**src/rtl/core/rgbc_pkg.sv**
```systemverilog
// shared types, constants and helpers for the rgba 3x3 convolution unit
package rgbc_pkg;

  localparam int MaxWidth  = 1024;
  localparam int MaxHeight = 1024;
  localparam int ColW      = $clog2(MaxWidth);
  localparam int RowW      = $clog2(MaxHeight);
  localparam int SumW      = 30;
  localparam int QuoW      = 30;
  localparam int DivW      = 16;

  localparam logic [2:0] CfgKTop = 3'd0;
  localparam logic [2:0] CfgKMid = 3'd1;
  localparam logic [2:0] CfgKBot = 3'd2;
  localparam logic [2:0] CfgDiv  = 3'd3;
  localparam logic [2:0] CfgWid  = 3'd4;
  localparam logic [2:0] CfgHgt  = 3'd5;

  typedef enum logic [1:0] {
    ST_IDLE,
    ST_EMIT,
    ST_WAIT
  } ctl_state_t;

  // one output job: position, window row and column selection and flags
  typedef struct packed {
    logic [RowW-1:0] row;
    logic [ColW-1:0] col;
    logic            top_dup;
    logic            left_dup;
    logic [1:0]      rc;
    logic [1:0]      cc;
    logic            run_last;
    logic            frame_last;
  } job_t;

  // control from sequencer to lanes
  typedef struct packed {
    logic start;
    job_t job;
  } lane_ctl_t;

  // lane status back to sequencer
  typedef struct packed {
    logic done;
  } lane_sts_t;

  function automatic logic signed [15:0] coef(input logic [47:0] row, input int k);
    coef = row[16*k +: 16];
  endfunction

endpackage

```
**src/rtl/core/rgbc_lane.sv**
```systemverilog
// one color channel: 3x3 multiply-accumulate, serial divide, saturation
module rgbc_lane (
  input  logic                   clk,
  input  logic                   rst,
  input  logic                   start,
  input  logic [8:0][7:0]        win,
  input  logic                   top_dup,
  input  logic                   left_dup,
  input  logic [1:0]             rc,
  input  logic [1:0]             cc,
  input  logic [2:0][47:0]       krows,
  input  logic [rgbc_pkg::DivW-1:0] dvs,
  output logic                   done,
  output logic [7:0]             result
);
  import rgbc_pkg::*;

  logic                  mac_on;
  logic signed [SumW-1:0] acc;
  logic [1:0]            ra;
  logic [1:0]            cb;
  logic [1:0]            wr;
  logic [1:0]            wc;
  logic [3:0]            widx;
  logic signed [24:0]    prod;
  logic                  div_on;
  logic [5:0]            dcnt;
  logic                  neg;
  logic [QuoW-1:0]       num;
  logic [QuoW-1:0]       quo;
  logic [DivW:0]         rem;
  logic [DivW:0]         rem_sh;
  logic [DivW-1:0]       dv;

  // window position for the current tap, with edge duplication
  always_comb begin
    case (ra)
      2'd0:    wr = top_dup ? rc : rc - 2'd1;
      2'd1:    wr = rc;
      default: wr = 2'd2;
    endcase
    case (cb)
      2'd0:    wc = left_dup ? cc : cc - 2'd1;
      2'd1:    wc = cc;
      default: wc = 2'd2;
    endcase
    widx = 4'(wr * 3 + wc);
    prod = $signed({1'b0, win[widx]}) * coef(krows[ra], int'(cb));
    rem_sh = {rem[DivW-1:0], num[QuoW-1]};
  end

  // nine mac steps then one restoring divide bit per cycle
  always_ff @(posedge clk) begin
    if (rst) begin
      mac_on <= 1'b0;
      div_on <= 1'b0;
      done   <= 1'b0;
    end else begin
      done <= 1'b0;
      if (start) begin
        mac_on <= 1'b1;
        ra     <= 2'd0;
        cb     <= 2'd0;
        acc    <= '0;
        dv     <= (dvs == '0) ? DivW'(1) : dvs;
      end else if (mac_on) begin
        acc <= acc + SumW'(prod);
        if (ra == 2'd2 && cb == 2'd2) begin
          mac_on <= 1'b0;
          div_on <= 1'b1;
          dcnt   <= '0;
          neg <= (acc + SumW'(prod)) < 0;
          num <= ((acc + SumW'(prod)) < 0) ? QuoW'(-(acc + SumW'(prod)))
                                            : QuoW'(acc + SumW'(prod));
          rem <= '0;
          quo <= '0;
        end else if (cb == 2'd2) begin
          cb <= 2'd0;
          ra <= ra + 2'd1;
        end else begin
          cb <= cb + 2'd1;
        end
      end else if (div_on) begin
        if (rem_sh >= {1'b0, dv}) begin
          rem <= rem_sh - {1'b0, dv};
          quo <= {quo[QuoW-2:0], 1'b1};
        end else begin
          rem <= rem_sh;
          quo <= {quo[QuoW-2:0], 1'b0};
        end
        num  <= {num[QuoW-2:0], 1'b0};
        dcnt <= dcnt + 6'd1;
        if (dcnt == 6'(QuoW - 1)) begin
          div_on <= 1'b0;
          done   <= 1'b1;
        end
      end
    end
  end

  assign result = neg ? 8'd0 : ((quo > QuoW'(255)) ? 8'd255 : quo[7:0]);
endmodule

```
**config.mk**
```make
export PLATFORM = sky130hd
export DESIGN_NAME = rgbc_lane
export DESIGN_NICKNAME = d
export VERILOG_FILES = /design/src/rtl/core/rgbc_pkg.sv /design/src/rtl/core/rgbc_lane.sv
export SDC_FILE = /design/constraint.sdc
export NUM_CORES = 1
export LEC_CHECK = 0
export BUFFER_PORTS_ARGS = -buffer_cell sky130_fd_sc_hd__buf_2
export CAP_MARGIN = 20
export CORE_MARGIN = 2
export CORE_UTILIZATION = 35
export DETAILED_ROUTE_END_ITERATION = 12
export PLACE_DENSITY = 0.57
export SLEW_MARGIN = 20
export SYNTH_ARGS = -nofsm -noshare
export SYNTH_HDL_FRONTEND = slang
export SYNTH_SLANG_ARGS = --single-unit
```
**constraint.sdc**
```tcl
create_clock -name clk -period 18 [get_ports clk]
set_input_delay 0.9 -clock clk [delete_from_list [all_inputs] [get_ports clk]]
set_output_delay 0.9 -clock clk [all_outputs]
set_load 0.05 [all_outputs]
```
# --- After elaboration in Yosys (flattened, before gate mapping) ---
# Index checks and enable logic that the tools add are counted.
totals:
  word_cells: 95
  out_inout_bits: 9
  in_bits: 241
  ff_bits: 136
classes:
  addsub: 10
  n_lt_le_gt_ge: 5
  multipliers: 2
  muxes: 40
  n_eq_ne: 7
  reduce_logical: 15
  n_shift: 1
  n_bitwise: 3
op_table:
  columns: ["cell", "n"]
  rows:
  - ["$mux 30", 8]
  - ["$bmux 48 s2", 1]
  - ["$mux 16", 4]
  - ["$mux 48", 1]
  - ["$shiftx 48x7->16", 1]
  - ["$bmux 8 s4", 1]
  - ["$add 30x25->31", 1]
  - ["$lt 31x1->1 const B", 1]
  - ["$add 30x25->30", 1]
  - ["$gt 30x8->1 const B", 1]
  - ["$neg 30->30", 1]
  - ["$mul 9x16->25", 1]
  - ["$mux 8", 3]
  - ["$mux 6", 3]
  - ["$ge 17x16->1", 1]
  - ["$logic_not 16->1", 1]
  - ["$mux 2", 8]
  - ["$sub 16x16->16", 1]
  - ["$reduce_and 4->1", 3]
  - ["$mux 1", 9]
  - ["$pmux 2 s2", 2]
  - ["$add 6x1->6 const B", 1]
  - ["$eq 6x5->1 const B", 1]
  - ["$reduce_and 2->1", 3]
  - ["16 further kinds", 25]

# --- Logic depth before layout (Yosys ltp) ---
depth:
  word_depth: 13
  ltp_mapped: 49
  mapped_depth_nobuf: 44

# --- Worst setup path before layout ---
# OpenSTA, ideal clock, no wires.
synth_path:
  kind: "register to register"
  start: "register ra[1]"
  end: "register num[28] (data pin)"
  n_path_buf: 5
  arrival_time_ns: 11.136
  synth_period_minus_slack_ns: 11.395
  path_stages_with_launch: 45
  required_ns: 17.741
  path_slack_ns: 6.605
  cell_sequence: "edfxtp_1 clkbuf_1 buf_2 buf_1 inv_1 ha_1 nand3b_1 o21ai_0 a22o_1 fa_1 inv_1 ha_1 inv_1 fa_1 nor2b_1 nor3b_1 a22o_1 clkbuf_1 (+9 left out) a21oi_1 o21ai_0 o311a_1 a311o_1 a31oi_1 xnor2_1 ha_1 buf_2 nand4_1 or3_1 a211o_1 nand4_2 a21oi_1 a211oi_1 nand4_1 nor4_2 mux2i_1 a211o_1"
synth_via:
  elab_chain_len: 12
synth_rtl:
  columns: ["element", "line", "source"]
  rows:
  - ["start: declaration", "rgbc_lane.sv:20", "logic [1:0] ra;"]
  - ["start signal: assignment", "rgbc_lane.sv:79", "ra <= ra + 2'd1;"]
  - ["$eq 2x1->1 / $logic_not 2->1 (equally long branches)", "rgbc_lane.sv:37", "case (ra)"]
  - ["$pmux 2 s2", "rgbc_lane.sv:37", null]
  - ["$mul 2x2->4", "rgbc_lane.sv:47", "widx = 4'(wr * 3 + wc);"]
  - ["$add 4x2->4", "rgbc_lane.sv:47", null]
  - ["$bmux 8 s4", "rgbc_lane.sv:48", "prod = $signed({1'b0, win[widx]}) * coef(krows[ra], int'(cb));"]
  - ["$mux 8 (not written as such)", "rgbc_lane.sv:48", null]
  - ["$mul 9x16->25 *", "rgbc_lane.sv:48", null]
  - ["$add 30x25->30 / $add 30x25->31 (equally long branches)", "rgbc_lane.sv:73, rgbc_lane.sv:74", null]
  - ["$neg 30->30 / $lt 31x1->1 (equally long branches)", "rgbc_lane.sv:73", "num <= ((acc + SumW'(prod)) < 0) ? QuoW'(-(acc + SumW'(prod)))"]
  - ["$mux 30 *", "rgbc_lane.sv:73", null]
  - ["$mux 30 *", "rgbc_lane.sv:68", "if (ra == 2'd2 && cb == 2'd2) begin"]
  - ["$mux 30 *", "rgbc_lane.sv:66", "end else if (mac_on) begin"]
  - ["end signal: assignment", "rgbc_lane.sv:73", null]
  - ["end signal: assignment", "rgbc_lane.sv:91", "num <= {num[QuoW-2:0], 1'b0};"]
  - ["end: declaration", "rgbc_lane.sv:29", "logic [QuoW-1:0] num;"]
# Mark *: on every way between the ends. The rest lies on a longest branch, timed or not. The select of a mux whose other input is x is not followed.
# A chain may end at the register's enable or synchronous reset.

# --- Worst setup path after layout ---
layout_path:
  start: "register ra[0]"
  end: "register num[8] (data pin)"
# Same word-level chain as after synthesis.

==> impl_results.md <==
* Outcome: finished, final reports clean
* Die Area at 0.0456 mm²
* Fraction of registers with async set or reset after synthesis at 0
* Die height at 214 µm
* Routed WL at between 40000 and 50000 µm
* Final ANT Viol Nets at 0
* Critical path's top delay family: adder cells
* Critical Path Start Type: flip-flop
* Grt total ovfl at 0
* Worst-path clk slew at 0.07 ns
* Sum of buffers and inverters on the critical path at 7
* Most frequent CP cell: inv_1
* Critical Path Max Stage Delay at slightly below 0.8 ns
* Final Setup Violations at 0
* Syn Area/Cell at 9.25 µm²
* Rows at between 70 and 80
* Wire per inst at ~17 µm
* Hold Path Class: reg2reg
* Clock sinks at around 140
* Final min period at about 13 ns
* Vias at about 13000
* Worst reg-to-reg path cell count at 40
* Share of layout cells above drive strength 1 at 0.210
* Area grow syn2layout at 15.6%
* Area of the core at 0.0432 mm²
* Syn nets at ~2100
* Clock skew at ~0.018 ns
* Yosys reg bits at about 140
* Ys Warns at 0
* Top FF cell, synth: edfxtp_1
* Count of cell types in the netlist at between 80 and 90
* Total CTS buffers at 17
* Final nets at between 2000 and 2500
* CTS tree: built
* Initial Util at 0.356
* CP max-delay cell: fa_1
* Worst path required time at 18.17 ns
* Post-CTS sizing at 0
* Top cell type's share of synthesized area at 0.260
* Met3 Wirelength at about 2100 µm
* Number of global-route vias before repair at around 13000
* Max-cap check violation count at 0
* Pre-antenna DRT Iters at 5
* CTS root buffer: clkbuf_16
* Synthesized cell area at approximately 0.015 mm²
* Fmax at around 0.075 GHz
* Slew margin rel. at 0.320
* Met2 wire length at 19300 µm
* GRT Total Usage at 0.184
* Count leader, synth: inv_1
* Critical path arrival at ~13 ns
* Worst-Margin Slew at 1.02 ns
* Hold buffers post-CTS at 0
* DRC errors left at 0
* Sequential area share after synthesis at 0.264
* Post-CTS Setup Inserts at 0
* Length of routed wiring on met1 at 18500 µm
* Max Fanout on Critical Path at 24
* GPL Wtd Cong at between 0.9 and 1
* WS Path Type: reg2reg
* Vias per inst at 5.14
* Global-route wire length before repair at roughly 67000 µm
* Register-to-register setup slack at about 4.7 ns
* DIE WIDTH at between 200 and 250 µm
* HP Start: div_on
* Max layer used: met4
* Worst r2r src: ra[0]
* Worst Hold Depth at 2
* Unrepaired setup endpoints after global routing: false
* Final hold violations at 0
* PortBufs at 249
* H-tree depth at 4
* Crit end category: flip-flop
* Diodes inserted at 0
* Hold Crit Endpoint: div_on
* Tightest hold margin at between 0.4 and 0.5 ns
* Max-slew violations at 0
* Synth area leader: edfxtp_1
* Post-synth EDFFs at around 130
* Max Buffers Root-to-Sink at 2
* Setup TNS at 0 ns
* Largest net degree at the start of global routing at 100
* RR Endpoint: num[8]
* DPL Wire Length at 33000 µm
* Clock latency on the worst-skew pair at 0.43 ns
* Main area contributors after synthesis: edfxtp_1 (26%), fa_1 (14%), ha_1 (8.7%)
* Boundary Pins at 250
* Initial antenna violation count at 0
* Post-Syn Instances at about 1700
* Most frequent cells after synthesis: inv_1 (215), nor2_1 (202), edfxtp_1 (133), ha_1 (107), fa_1 (106)
* Period Utilization, post-route at 0.738
* DRT iter0 DRCs at slightly below 800
## worst reg2reg max path, delay by kind of cell (launching register included)
kind | cells | cell delay [ns]
adder cells (fa/ha/maj) | 10 | 4.45
AO/OA/AOI/OAI | 14 | 3.96
AND/OR/NAND/NOR | 6 | 1.95
buffers and inverters | 7 | 1.48
flip-flops | 1 | 0.74
multiplexers | 1 | 0.26
XOR/XNOR | 2 | 0.19
## per-stage QoR
step           utilization  instance area [µm²]  setup slack (ns)  cells
2_1_floorplan            -                15400              6.60   1661
3_3_place_gp         0.397                17200              5.20   2427
3_5_place_dp         0.397                17200              4.83   2427
4_1_cts              0.411                17800              4.75   2459
5_1_grt              0.412                17800              3.62   2459
6_report             0.412                17800              4.72   2459
## flip-flops by register name (all words and copies together) (netlist names)
register  cells
cb            2
dv           16
dcnt          6
ra            2
neg           1
div_on        1
quo          30
mac_on        1
rem          16
done          1
num          30
acc          30
## final cells by class
cell class | count | area (µm²)
fillers | 4299 | 25400
multi-input cells | 1228 | 10200
flip-flops and latches | 136 | 4060
repair buffers | 262 | 1340
inverters | 216 | 811
well taps | 585 | 732
clock buffers | 19 | 433
clock inverters | 13 | 181
## worst max-delay path by stage
| stage | startpoint | to | slack, ns | cells past startpoint |
|---|---|---|---|---|
| after floorplan | ra[1] | num[28] | 6.60 | 44 |
| after global placement | ra[0] | num[15] | 5.20 | 40 |
| after detailed placement | ra[0] | num[15] | 4.83 | 40 |
| after CTS | ra[0] | num[15] | 4.75 | 40 |
| after global routing | ra[0] | num[8] | 3.62 | 42 |
| final | ra[0] | num[8] | 4.72 | 40 |
## logic make-up after synthesis
group	share of synthesized area
xor gates and xnor gates	0.0431
DFF	0.264
adders and majority gates	0.225
muxes	0.0871
AOI/OAI and AO/OA	0.131
buffers and inverters	0.0733
and+or+nand+nor	0.176
## placed cells by master, fill, tap and decap left out, drive strengths merged, types with 12 or more instances in the layout
cell / instances
or2: 16
fa: 106
a221o: 14
clkbuf: 19
buf: 262
a21o: 17
and3: 25
inv: 215
o21ai: 62
mux4: 28
mux2i: 37
mux2: 30
nand2: 74
nand4: 24
nor3: 29
nor2b: 46
xor2: 25
nand3: 59
ha: 107
a21oi: 99
nor4: 18
nor2: 202
nand2b: 12
xnor2: 49
a31oi: 15
a211oi: 12
edfxtp: 133
## per-layer routing
metal / GRT usage / vias to the layer above
li1: - / 6207
met4: 0.0699 / 0
met2: 0.321 / 363
met1: 0.230 / 6012
met5: 0 / -
met3: 0.0281 / 62
Power is left out: the tool's default activity adds up to more than one toggle a clock period on the data nets, which glitch-free logic cannot reach.
