**config.mk**
```make
export PLATFORM = sky130hd
export DESIGN_NAME = rgbc_merge
export DESIGN_NICKNAME = d
export VERILOG_FILES = /design/src/rtl/core/rgbc_pkg.sv /design/src/rtl/core/rgbc_merge.sv
export SDC_FILE = /design/constraint.sdc
export NUM_CORES = 1
export LEC_CHECK = 0
export ABC_CLOCK_PERIOD_IN_PS = 8700
export BUFFER_PORTS_ARGS = -buffer_cell sky130_fd_sc_hd__buf_2
export CAP_MARGIN = 30
export CORE_MARGIN = 1.5
export CORE_UTILIZATION = 35
export DETAILED_ROUTE_END_ITERATION = 16
export PLACE_DENSITY = 0.7
export SETUP_SLACK_MARGIN = 0.15
export SYNTH_ARGS = -nofsm -noshare
export SYNTH_HDL_FRONTEND = slang
export SYNTH_SLANG_ARGS = --single-unit
```
**constraint.sdc**
```tcl
create_clock -name clk -period 8.7 [get_ports clk]
set_input_delay 0.435 -clock clk [delete_from_list [all_inputs] [get_ports clk]]
set_output_delay 0.435 -clock clk [all_outputs]
set_load 0.03 [all_outputs]
```
**src/rtl/core/rgbc_pkg.sv**
```systemverilog
// shared types, constants and helpers for the rgba 3x3 convolution unit
package rgbc_pkg;

  localparam int MaxWidth  = 1024;
  localparam int MaxHeight = 1024;
  localparam int ColW      = $clog2(MaxWidth);
  localparam int RowW      = $clog2(MaxHeight);
  localparam int SumW      = 30;
  localparam int QuoW      = 30;
  localparam int DivW      = 16;

  localparam logic [2:0] CfgKTop = 3'd0;
  localparam logic [2:0] CfgKMid = 3'd1;
  localparam logic [2:0] CfgKBot = 3'd2;
  localparam logic [2:0] CfgDiv  = 3'd3;
  localparam logic [2:0] CfgWid  = 3'd4;
  localparam logic [2:0] CfgHgt  = 3'd5;

  typedef enum logic [1:0] {
    ST_IDLE,
    ST_EMIT,
    ST_WAIT
  } ctl_state_t;

  // one output job: position, window row and column selection and flags
  typedef struct packed {
    logic [RowW-1:0] row;
    logic [ColW-1:0] col;
    logic            top_dup;
    logic            left_dup;
    logic [1:0]      rc;
    logic [1:0]      cc;
    logic            run_last;
    logic            frame_last;
  } job_t;

  // control from sequencer to lanes
  typedef struct packed {
    logic start;
    job_t job;
  } lane_ctl_t;

  // lane status back to sequencer
  typedef struct packed {
    logic done;
  } lane_sts_t;

  function automatic logic signed [15:0] coef(input logic [47:0] row, input int k);
    coef = row[16*k +: 16];
  endfunction

endpackage

```
**src/rtl/core/rgbc_merge.sv**
```systemverilog
// merges lane results with job info into the output register
module rgbc_merge (
  input  logic                   clk,
  input  logic                   rst,
  input  logic [3:0]             lane_done,
  input  logic [3:0][7:0]        lane_res,
  input  rgbc_pkg::job_t         job,
  input  logic                   out_stall,
  output logic                   out_valid,
  output logic [3:0][7:0]        pix,
  output rgbc_pkg::job_t         job_out
);
  import rgbc_pkg::*;

  // output holding register
  always_ff @(posedge clk) begin
    if (rst) begin
      out_valid <= 1'b0;
    end else if (&lane_done) begin
      out_valid <= 1'b1;
      pix       <= lane_res;
      job_out   <= job;
    end else if (out_valid && !out_stall) begin
      out_valid <= 1'b0;
    end
  end
endmodule

```
Yosys cells after proc, flatten, opt, wreduce, memory -nomap -nowiden --
Cells that the tools add are included.
Word-level totals: input port bits 67, register bits after elaboration 61, output and inout bits 61
Cells by class: multiplexer cells 2, reduce and logical (&&, ||, !) cells 5, bitwise logic cells 1
Operators by type and width (count):
- $reduce_and A5 Y1 | 1
- $reduce_and A4 Y1 | 1
- $mux W1 | 2
- $reduce_bool A2 Y1 | 1
- $logic_and A1 B1 Y1 | 1
- $logic_not A1 Y1 | 1
- $not A1 Y1 | 1

Longest topological paths before layout --
Gate-level depths: netlist (run 1).
depth in word-level cells 4, gate-level depth with buffers 2

Worst setup path after synthesis (run 1) --
OpenSTA, ideal clock, no wires.
kind input to register, start input lane_done[3], end register job_out[0] in the netlist's numbering (enable), data required time 8.222 ns, setup time 0.478 ns, data arrival time 3.068 ns, path buffers 0, slack 5.154 ns, cell stages on the path 2, path through nand4_1 -> nor2_1
On the way: cells in the longest elaborated chain, start to end 1
RTL lines:
- start, declared | line rgbc_merge.sv:5 | input logic [3:0] lane_done,
- $reduce_and A5 Y1 (no line)
- end signal, assigned | line rgbc_merge.sv:22 | job_out <= job;
- end, declared | line rgbc_merge.sv:11 | output rgbc_pkg::job_t job_out
No other way between the ends. A chain may end at the register's enable or synchronous reset.

Final worst setup path (run 1) --
start input lane_done[3], end register job_out[22] in the netlist's numbering (enable)
Same word-level chain as after synthesis.

==> results of run 1 <==
worst reg2reg max path, cell delays in order, from the launching register on:
cell                      delay [ns]
sky130_fd_sc_hd__dfxtp_1        0.34
sky130_fd_sc_hd__nand2_1        0.07
sky130_fd_sc_hd__a21oi_1        0.13
per-layer routing:
metal	wire [um]	GRT usage [%]	share of wire, %	vias to the layer above
met5	0	0	0	-
met4	110	10.1	3.1	0
met3	448	7.54	12	14
met2	1740	18.7	48	79
met1	1290	13.0	36	500
li1	-	-	-	541
placed cells by master, fill, tap and decap left out, types with 2 or more instances in the layout:
cell / count
sky130_fd_sc_hd__buf_2: 127
sky130_fd_sc_hd__bufinv_16: 2
sky130_fd_sc_hd__clkbuf_8: 9
sky130_fd_sc_hd__clkinvlp_4: 3
sky130_fd_sc_hd__edfxtp_1: 60
registers in the layout, indices dropped and copies added (netlist names):
register,cells
job_out,28
out_valid,1
pix,32
metrics by stage:
stage | area, um2 | setup slack (ns) | utilization (%) | power (W) | hold WS [ns]
2_1_floorplan | 1840 | 5.15 | - | 0.000349 | 0.504
3_3_place_gp | 2580 | 6.94 | 50.8 | 0.000368 | 0.461
3_5_place_dp | 2580 | 6.93 | 50.8 | 0.000369 | 0.472
4_1_cts | 2790 | 7.28 | 55.1 | 0.000636 | 0.267
5_1_grt | 2790 | 7.18 | 55.1 | 0.000649 | 0.265
6_report | 2790 | 7.27 | 55.1 | 0.000628 | 0.284
final timing paths:
path / start / end / depth (start not counted)
worst min-delay path: job[24] / job_out[24] / 1
worst max-delay path: lane_done[3] / job_out[22] / 4
worst max register to register: out_valid / out_valid / 2
worst min register to register: out_valid / out_valid / 2
area by class of cell:
| class | instances | area [um2] | share of cell area (%) |
|---|---|---|---|
| flip-flops and latches | 61 | 1820 | 65.2 |
| repair buffers | 128 | 643 | 23.0 |
| clock buffers | 10 | 128 | 4.57 |
| clock inverters | 6 | 87.6 | 3.13 |
| well taps | 70 | 87.6 | 3.13 |
| multi-input cells | 4 | 26.3 | 0.940 |
report_power, final:
group / internal [W] / leakage, nW / total, W / switching, W
clock: 0.000161 / 0.0985 / 0.000266 / 0.000106
combinational: 0.0000138 / 0.511 / 0.0000322 / 0.0000184
sequential: 0.000329 / 0.550 / 0.000330 / 0.00000111
total: 0.000503 / 1.16 / 0.000628 / 0.000125
kinds of logic (layout without fill, tap and decap cells):
family          after synthesis  count (layout)
buf+inv                       0             144
simple gates                  3               3
compound gates                1               1
flops                        61              61
cells in the mapped netlist:
cell type                  number  area share [%]
sky130_fd_sc_hd__nor2_1         1            0.20
sky130_fd_sc_hd__edfxtp_1      60              98
sky130_fd_sc_hd__nand2_1        1            0.20
sky130_fd_sc_hd__dfxtp_1        1             1.1
sky130_fd_sc_hd__a21oi_1        1            0.27
sky130_fd_sc_hd__nand4_1        1            0.34
==> results.tsv, run 1 <==
stage	metric	value	unit
global_route	number_of_global_route_vias_before_repair	1085	
sta	clock_skew	0	ns
sta	fmax	698	MHz
clock_network	hold_buffers	0	
global_route	gr-total-overflow	0	
sta	final_count_of_hold_timing_violations	0	
drt	postRouteAntennaNets	0	
drt	vias_per_inst	4.06	
clock_network	cts.repair_timing.setup_buffer_count	0	
place	placed_instances	263	
clock_network	max-clock-path-buffers	2	
logic_synthesis	share_of_the_synthesized_netlist_area_taken_by_xor_and_xnor_gates	0	%
critical_path	crit_path_end_kind	flop	
logic_synthesis	mappedNetlistArea	0.00184	mm2
place	gp_congestion	0.712	
clock_network	cts_tree	built	
logic_synthesis	postSynthCellCount	65	
critical_path	timing.critical_path.fanout_max	60	
critical_path	data_required_time_of_the_critical_path	8.65	ns
finish	num-nets-final	271	
clock_network	clock_latency	0.32	ns
logic_synthesis	synth_simple_gate_area_share	0.748	%
sta	fin_setup_tns	0	ns
clock_network	clockRootBuffer	sky130_fd_sc_hd__clkbuf_8	
critical_path	timing.critical_path.cells	buf_2, nand4_1, nor2_4, buf_4	
drt	drc	0	
die	overall_die_area	0.00570	mm2
finish	drive_above_1_share	68.9	%
finish	antenna-diode-count	0	
sta	period_minus_slack	1.43	ns
drt	route.detailed.wl_per_inst	12.9	um
global_route	first_pass_grt_wire_length	4900	um
die	initial_utilization	36.3	%
critical_path	path_delay_family	buffers and inverters	
critical_path	max_stage_delay	0.59	ns
drt	detailedRoute.firstIterationViolations	34	
outcome	status	finished, final reports clean	
drt	first_pass_iters	4	
logic_synthesis	seq_area_frac_synth	99.0	%
clock_network	tritoncts_num_sinks	61	
min_path	type_of_the_most_critical_hold_path	input port to flop	
die	die-width	75.5	um
drt	route.final.wire_length	3600	um
critical_path	crit_arrival	1.38	ns
logic_synthesis	syn_area_per_cell	28.3	um2
critical_path	setup.worst_path.start_class	input port	
logic_synthesis	synth_fp_nets	132	
logic_synthesis	synthDistinctLibCells	6	
clock_network	cts.htree.levels	3	
finish	fillerInstances	420	
finish	area_growth_syn_to_layout	51.8	%
critical_path	crit_buf_inv	2	
place	dp_hpwl	2520	um
global_route	grt_antenna_before_repair	0	
logic_synthesis	synth_compound_area_share	0.272	%
die	placeable_core_region	0.00507	mm2
drt	vias_after_detailed_routing	1134	
clock_network	path_clk_slew	0.07	ns
critical_path	cpMaxStageDelayCell	sky130_fd_sc_hd__buf_4	
sta	timing_worst_slew_pin_value	0.717	ns
clock_network	cts_buffers	9	
logic_synthesis	share_of_synthesized_area_spent_on_multiplexers	0	%
critical_path	reg2reg_setup_slack	8.10	ns
die	pin_count	128	
sta	rsz0062_at_grt	false	
power_and_ir_drop	irDropWorstVdd	157	uV
sta	slew_violations	0	
global_route	grt_start_max_net_pins	61	
sta	setup_viol	0	
place	buffer_ports.inserted	127	
run	drv_cap	0	
sta	period_share	16.5	%
sta	timing.slew.headroom	52.2	%
critical_path	path_class	input port to flop	
logic_synthesis	synth_top_family_by_area	simple AND/OR/NAND/NOR gates	
logic_synthesis	synth-adder-area-share	0	%
die	die_height	75.5	um
logic_synthesis	ys_ff_latch	61	
finish	stdcell_count	279	
logic_synthesis	ys.warnings.count	0	
die	core.rowCount	26	
global_route	gr-usage-all-layers	12.7	%
clock_network	post_cts_resized	0	
power_and_ir_drop	power.density_cell_area	225	mW/mm2
power_and_ir_drop	cellLeakagePower	1.16	nW
Power figures use the tool's default switching activity.
==> run 2: changes to the inputs <==
ABC_CLOCK_PERIOD_IN_PS = 1200   (was 8700)
PLACE_DENSITY = 0.73   (was 0.7)
clock period = 1.2 ns   (was 8.7 ns; I/O delays follow)
==> run 2 against run 1 <==
Against the previous run: cell count rose by 22%; critical endpoint is now job_out[4]; setup slack lost 7.1 ns; global-route usage rose by 8.2 points; largest cell class unchanged; clock-buffer cell count fell by 1; die area unchanged; via count increased by 29%.
==> results.tsv, run 2 (synthesis results as in run 1) <==
stage	metric	value	unit
drt	drc	0	
critical_path	path_class	flop to output pin	
finish	drive_above_1_share	53.1	%
finish	area_growth_syn_to_layout	86.6	%
clock_network	post_cts_resized	0	
clock_network	cts_buffers	9	
drt	detailedRoute.firstIterationViolations	51	
drt	vias_after_detailed_routing	1467	
sta	rsz0062_at_grt	false	
clock_network	clock_latency	0.33	ns
sta	slew_violations	0	
drt	route.final.wire_length	5670	um
run	drv_cap	0	
outcome	status	finished, final reports clean	
critical_path	timing.critical_path.fanout_max	1	
min_path	type_of_the_most_critical_hold_path	input port to flop	
finish	num-nets-final	334	
sta	clock_skew	0	ns
global_route	grt_antenna_before_repair	0	
sta	fin_ws	0.186	ns
critical_path	crit_buf_inv	1	
clock_network	path_clk_slew	0.06	ns
min_path	holdCritStartpoint	lane_done[0]	
power_and_ir_drop	clk_network_pwr_share	40.4	%
finish	largest_register_ffs	32	
global_route	number_of_global_route_vias_before_repair	1594	
power_and_ir_drop	switchingPower	0.000954	W
critical_path	rr_worst_depth	2	
finish	leading_cell_types_in_the_layout_fill_and_taps_excluded	127 x sky130_fd_sc_hd__buf_2, 62 x sky130_fd_sc_hd__dlygate4sd3_1, 60 x sky130_fd_sc_hd__edfxtp_1	
critical_path	timing.critical_path.cells	buf_2	
die	placeable_core_region	0.00507	mm2
sta	final_count_of_hold_timing_violations	0	
power_and_ir_drop	cellLeakagePower	1.44	nW
global_route	gr-usage-all-layers	20.9	%
die	pin_count	128	
global_route	first_pass_grt_wire_length	7880	um
critical_path	cpMaxStageDelayCell	sky130_fd_sc_hd__edfxtp_1	
drt	postRouteAntennaNets	0	
sta	fin_setup_tns	0	ns
global_route	grt_start_max_net_pins	34	
finish	antenna-diode-count	0	
power_and_ir_drop	irDropWorstVdd	893	uV
critical_path	timing.rr.start	out_valid	
min_path	hold_depth	3	
sta	period_share	84.5	%
clock_network	cts.htree.levels	3	
sta	finalHoldWorstSlack	0.182	ns
drt	first_pass_iters	4	
critical_path	crit_path_end_kind	output pin	
die	core.rowCount	26	
place	dp_hpwl	2760	um
sta	timing.slew.headroom	83.0	%
die	die-width	75.5	um
critical_path	timing.critical_path.from	job_out[4]	
finish	fillerInstances	355	
die	initial_utilization	36.3	%
power_and_ir_drop	power.density_cell_area	1370	mW/mm2
power_and_ir_drop	intPower	0.00376	W
sta	period_minus_slack	1.01	ns
critical_path	worstSetupPathDepth	1	
critical_path	setup.worst_path.start_class	flop	
sta	setup_viol	0	
critical_path	crit_arrival	0.95	ns
global_route	gr-total-overflow	0	
clock_network	max-clock-path-buffers	2	
place	dp_worst_setup_slack	0.152	ns
clock_network	tritoncts_num_sinks	61	
critical_path	path_delay_family	flip-flops	
finish	biggestRegsByFlops	pix (32), job_out (28), out_valid (1)	
drt	vias_per_inst	4.30	
power_and_ir_drop	netSwitchingFraction	20.3	%
clock_network	cts_tree	built	
die	die_height	75.5	um
finish	registers.top_by_ff_count	pix	
critical_path	max_stage_delay	0.42	ns
place	buffer_ports.inserted	127	
sta	timing_worst_slew_pin_value	0.255	ns
finish	layout.cells.most_common	sky130_fd_sc_hd__buf_2	
critical_path	data_required_time_of_the_critical_path	1.14	ns
power_and_ir_drop	share_comb_of_total_power	8.7	%
drt	route.detailed.wl_per_inst	16.6	um
place	gp_congestion	0.662	
power_and_ir_drop	p_seq_share	50.8	%
die	overall_die_area	0.00570	mm2
clock_network	clockRootBuffer	sky130_fd_sc_hd__clkbuf_8	
sta	fmax	986	MHz
[run 2: routing by layer]
metal  GRT usage, %  routed length, um  part of all wire (%)
met1           22.4               2120                    37
met2           35.2               2900                    51
met3           9.39                478                   8.4
met4           10.3                171                   3.0
met5              0                  0                     0
[run 2: worst paths after layout]
path	to	slack (ns)
worst max-delay path	job_out[4]	0.19
worst min-delay path	out_valid	0.18
worst max register to register	out_valid	0.55
worst min register to register	out_valid	0.51
[run 2: layout make-up]
type                            count  area, um2  area share, %
Sequential cell                    61       1820           53.0
Timing Repair Buffer              191       1300           37.7
Clock buffer                        9        124           3.61
Tap cell                           70       87.6           2.55
Clock inverter                      6       78.8           2.30
Multi-Input combinational cell      4       26.3          0.765
[run 2: power by group through the flow]
stage	sequential, W	combinational, W	clock, W
3_5_place_dp	0.00244	0.000240	0
6_report	0.00239	0.000412	0.00191
2_1_floorplan	0.00252	0.0000108	0
3_3_place_gp	0.00244	0.000235	0
5_1_grt	0.00240	0.000436	0.00204
4_1_cts	0.00239	0.000395	0.00191
[run 2: per-stage QoR]
step | utilization, % | total power [W] | instances | area (um2)
after detailed placement | 51.5 | 0.00268 | 264 | 2610
final | 67.7 | 0.00471 | 341 | 3430
after floorplan | - | 0.00253 | 65 | 1850
after global routing | 67.7 | 0.00488 | 341 | 3430
after CTS | 67.7 | 0.00469 | 341 | 3430
after global placement | 51.5 | 0.00267 | 264 | 2610
[run 2: repair_timing]
item	CTS	global route
buffers inserted	0	0
hold buffers	62	0
hold endpoints to repair	61	0
==> run 3: changes to the inputs <==
ABC_CLOCK_PERIOD_IN_PS = 900   (was 1200)
clock period = 0.9 ns   (was 1.2 ns; I/O delays follow)
==> run 3 against run 2 <==
Against the previous run: the run now ends with negative setup slack left; flip-flop and latch count unchanged; hold slack got worse by 0.11 ns; via count decreased by 2.0%; cell count increased by 0.29%; critical path depth unchanged; clock-buffer cell count unchanged; global-route usage about the same; setup slack got worse by 0.26 ns; register-to-register slack got worse by 0.36 ns; critical path type unchanged; critical endpoint is now job_out[18].
==> results.tsv, run 3 (synthesis results as in run 1) <==
stage	metric	value	unit
outcome	status	complete, but fails checks	
outcome	failed_checks	negative setup slack	
critical_path	crit_buf_inv	1	
sta	slew_violations	0	
die	initial_utilization	36.3	%
critical_path	crit_path_end_kind	output pin	
critical_path	timing.critical_path.fanout_max	1	
global_route	gr-total-overflow	0	
run	drv_cap	0	
sta	final_count_of_hold_timing_violations	0	
drt	drc	0	
die	die_height	75.5	um
power_and_ir_drop	netSwitchingFraction	21.2	%
global_route	grt_start_max_net_pins	43	
finish	leading_cell_types_in_the_layout_fill_and_taps_excluded	66 x sky130_fd_sc_hd__buf_6, 62 x sky130_fd_sc_hd__dlygate4sd3_1, 62 x sky130_fd_sc_hd__buf_2	
finish	area_growth_syn_to_layout	108	%
min_path	type_of_the_most_critical_hold_path	input port to flop	
critical_path	timing.critical_path.from	job_out[18]	
place	buffer_ports.inserted	127	
min_path	holdCritStartpoint	lane_done[1]	
clock_network	cts_buffers	9	
power_and_ir_drop	power.density_cell_area	1590	mW/mm2
global_route	first_pass_grt_wire_length	8040	um
sta	rsz0062_at_grt	true	
finish	finish.instance_area	0.00382	mm2
global_route	gr-usage-all-layers	20.9	%
finish	registers.top_by_ff_count	pix	
drt	postRouteAntennaNets	0	
drt	route.final.wire_length	5920	um
die	overall_die_area	0.00570	mm2
power_and_ir_drop	switchingPower	0.00129	W
global_route	grt_antenna_before_repair	0	
sta	finalHoldWorstSlack	0.0728	ns
sta	setup_viol	50	
finish	biggestRegsByFlops	pix (32), job_out (28), out_valid (1)	
place	gp_congestion	0.719	
clock_network	tritoncts_num_sinks	61	
clock_network	cts_tree	built	
die	die-width	75.5	um
die	placeable_core_region	0.00507	mm2
critical_path	cpMaxStageDelayCell	sky130_fd_sc_hd__edfxtp_1	
power_and_ir_drop	irDropWorstVdd	1160	uV
critical_path	path_delay_family	flip-flops	
global_route	global_route.usage.met2	35.9	%
clock_network	clockRootBuffer	sky130_fd_sc_hd__clkbuf_8	
place	placed_instances	264	
power_and_ir_drop	share_comb_of_total_power	10.3	%
finish	largest_register_ffs	32	
finish	antenna-diode-count	0	
drt	first_pass_iters	4	
sta	fin_ws	-0.0761	ns
sta	period_minus_slack	0.976	ns
sta	fin_setup_tns	-1.17	ns
critical_path	timing.critical_path.cells	buf_6	
power_and_ir_drop	p_seq_share	52.7	%
critical_path	setup.worst_path.start_class	flop	
die	pin_count	128	
die	core.rowCount	26	
power_and_ir_drop	finalPower	0.00608	W
global_route	grt.busiest_layer	met2	
clock_network	path_clk_slew	0.07	ns
power_and_ir_drop	intPower	0.00479	W
critical_path	timing.rr.start	out_valid	
critical_path	crit_arrival	0.93	ns
critical_path	max_stage_delay	0.43	ns
sta	timing.slew.headroom	85.1	%
power_and_ir_drop	clk_network_pwr_share	37.0	%
clock_network	max-clock-path-buffers	2	
clock_network	clock_latency	0.33	ns
global_route	groute.layer.met1.usage	21.7	%
place	place_area	0.00260	mm2
finish	num-nets-final	335	
critical_path	reg2reg_setup_slack	0.19	ns
critical_path	path_class	flop to output pin	
critical_path	data_required_time_of_the_critical_path	0.85	ns
sta	fmax	1020	MHz
sta	clock_skew	0	ns
drt	route.detailed.wl_per_inst	17.3	um
drt	detailedRoute.firstIterationViolations	51	
finish	layout.cells.most_common	sky130_fd_sc_hd__buf_6	
finish	drive_above_1_share	53.7	%
global_route	grt.met3_usage	10.4	%
sta	period_share	108	%
drt	vias_per_inst	4.20	
clock_network	cts.htree.levels	3	
drt	vias_after_detailed_routing	1438	
power_and_ir_drop	cellLeakagePower	1.56	nW
finish	stdcell_count	342	
global_route	number_of_global_route_vias_before_repair	1632	
sta	timing_worst_slew_pin_value	0.224	ns
==> run 3: changes by cell type in the layout (fill, tap and decap cells not counted) <==
cell / delta
sky130_fd_sc_hd__a21oi_1: -1
sky130_fd_sc_hd__buf_2: -65
sky130_fd_sc_hd__dfxtp_1: -1
sky130_fd_sc_hd__bufinv_16: -1
sky130_fd_sc_hd__buf_12: -1
sky130_fd_sc_hd__clkinvlp_4: +1
sky130_fd_sc_hd__dfxtp_2: +1
sky130_fd_sc_hd__a21oi_2: +1
sky130_fd_sc_hd__clkinv_2: -1
sky130_fd_sc_hd__buf_6: +66
sky130_fd_sc_hd__clkinv_1: +1
sky130_fd_sc_hd__buf_4: +1
==> run 3: cell type report <==
type                    instances  area (um2)
well taps                      70        87.6
repair buffers                192        1700
clock inverters                 6        55.1
multi-input cells               4        30.0
clock buffers                   9         124
flip-flops and latches         61        1820
fillers                       298        1250
==> run 3: final timing paths <==
check,to,cells past startpoint
max,job_out[18],1
min,out_valid,3
max reg2reg,out_valid,3
min reg2reg,out_valid,3
==> run 3: timing repair <==
action / in CTS / in global routing
hold endpoints to repair: 61 / 0
hold buffers: 62 / 0
cloned: 0 / 0
gates resized for setup: 122 / 6
buffers inserted: 0 / 1
setup endpoints to repair: 61 / 69
pin swaps: 0 / 2
==> run 3: per-stage QoR <==
stage / setup slack (ns) / util (%)
after global routing: -0.128 / 75.3
after floorplan: -0.632 / -
after detailed placement: -0.148 / 51.2
after CTS: -0.0654 / 74.5
final: -0.0761 / 75.3
after global placement: -0.117 / 51.2
==> run 3: power groups by stage <==
| stage | sequential [W] | clock [W] | combinational (W) |
|---|---|---|---|
| 5_1_grt | 0.00321 | 0.00243 | 0.000660 |
| 6_report | 0.00321 | 0.00225 | 0.000625 |
| 3_3_place_gp | 0.00325 | 0 | 0.000311 |
| 2_1_floorplan | 0.00336 | 0 | 0.0000144 |
| 4_1_cts | 0.00320 | 0.00227 | 0.000582 |
| 3_5_place_dp | 0.00325 | 0 | 0.000318 |
==> run 3: layer usage <==
metal	wire, um	share of wire, %
met1	2090	35
met2	3210	54
met3	550	9.3
met4	65	1.1
met5	0	0
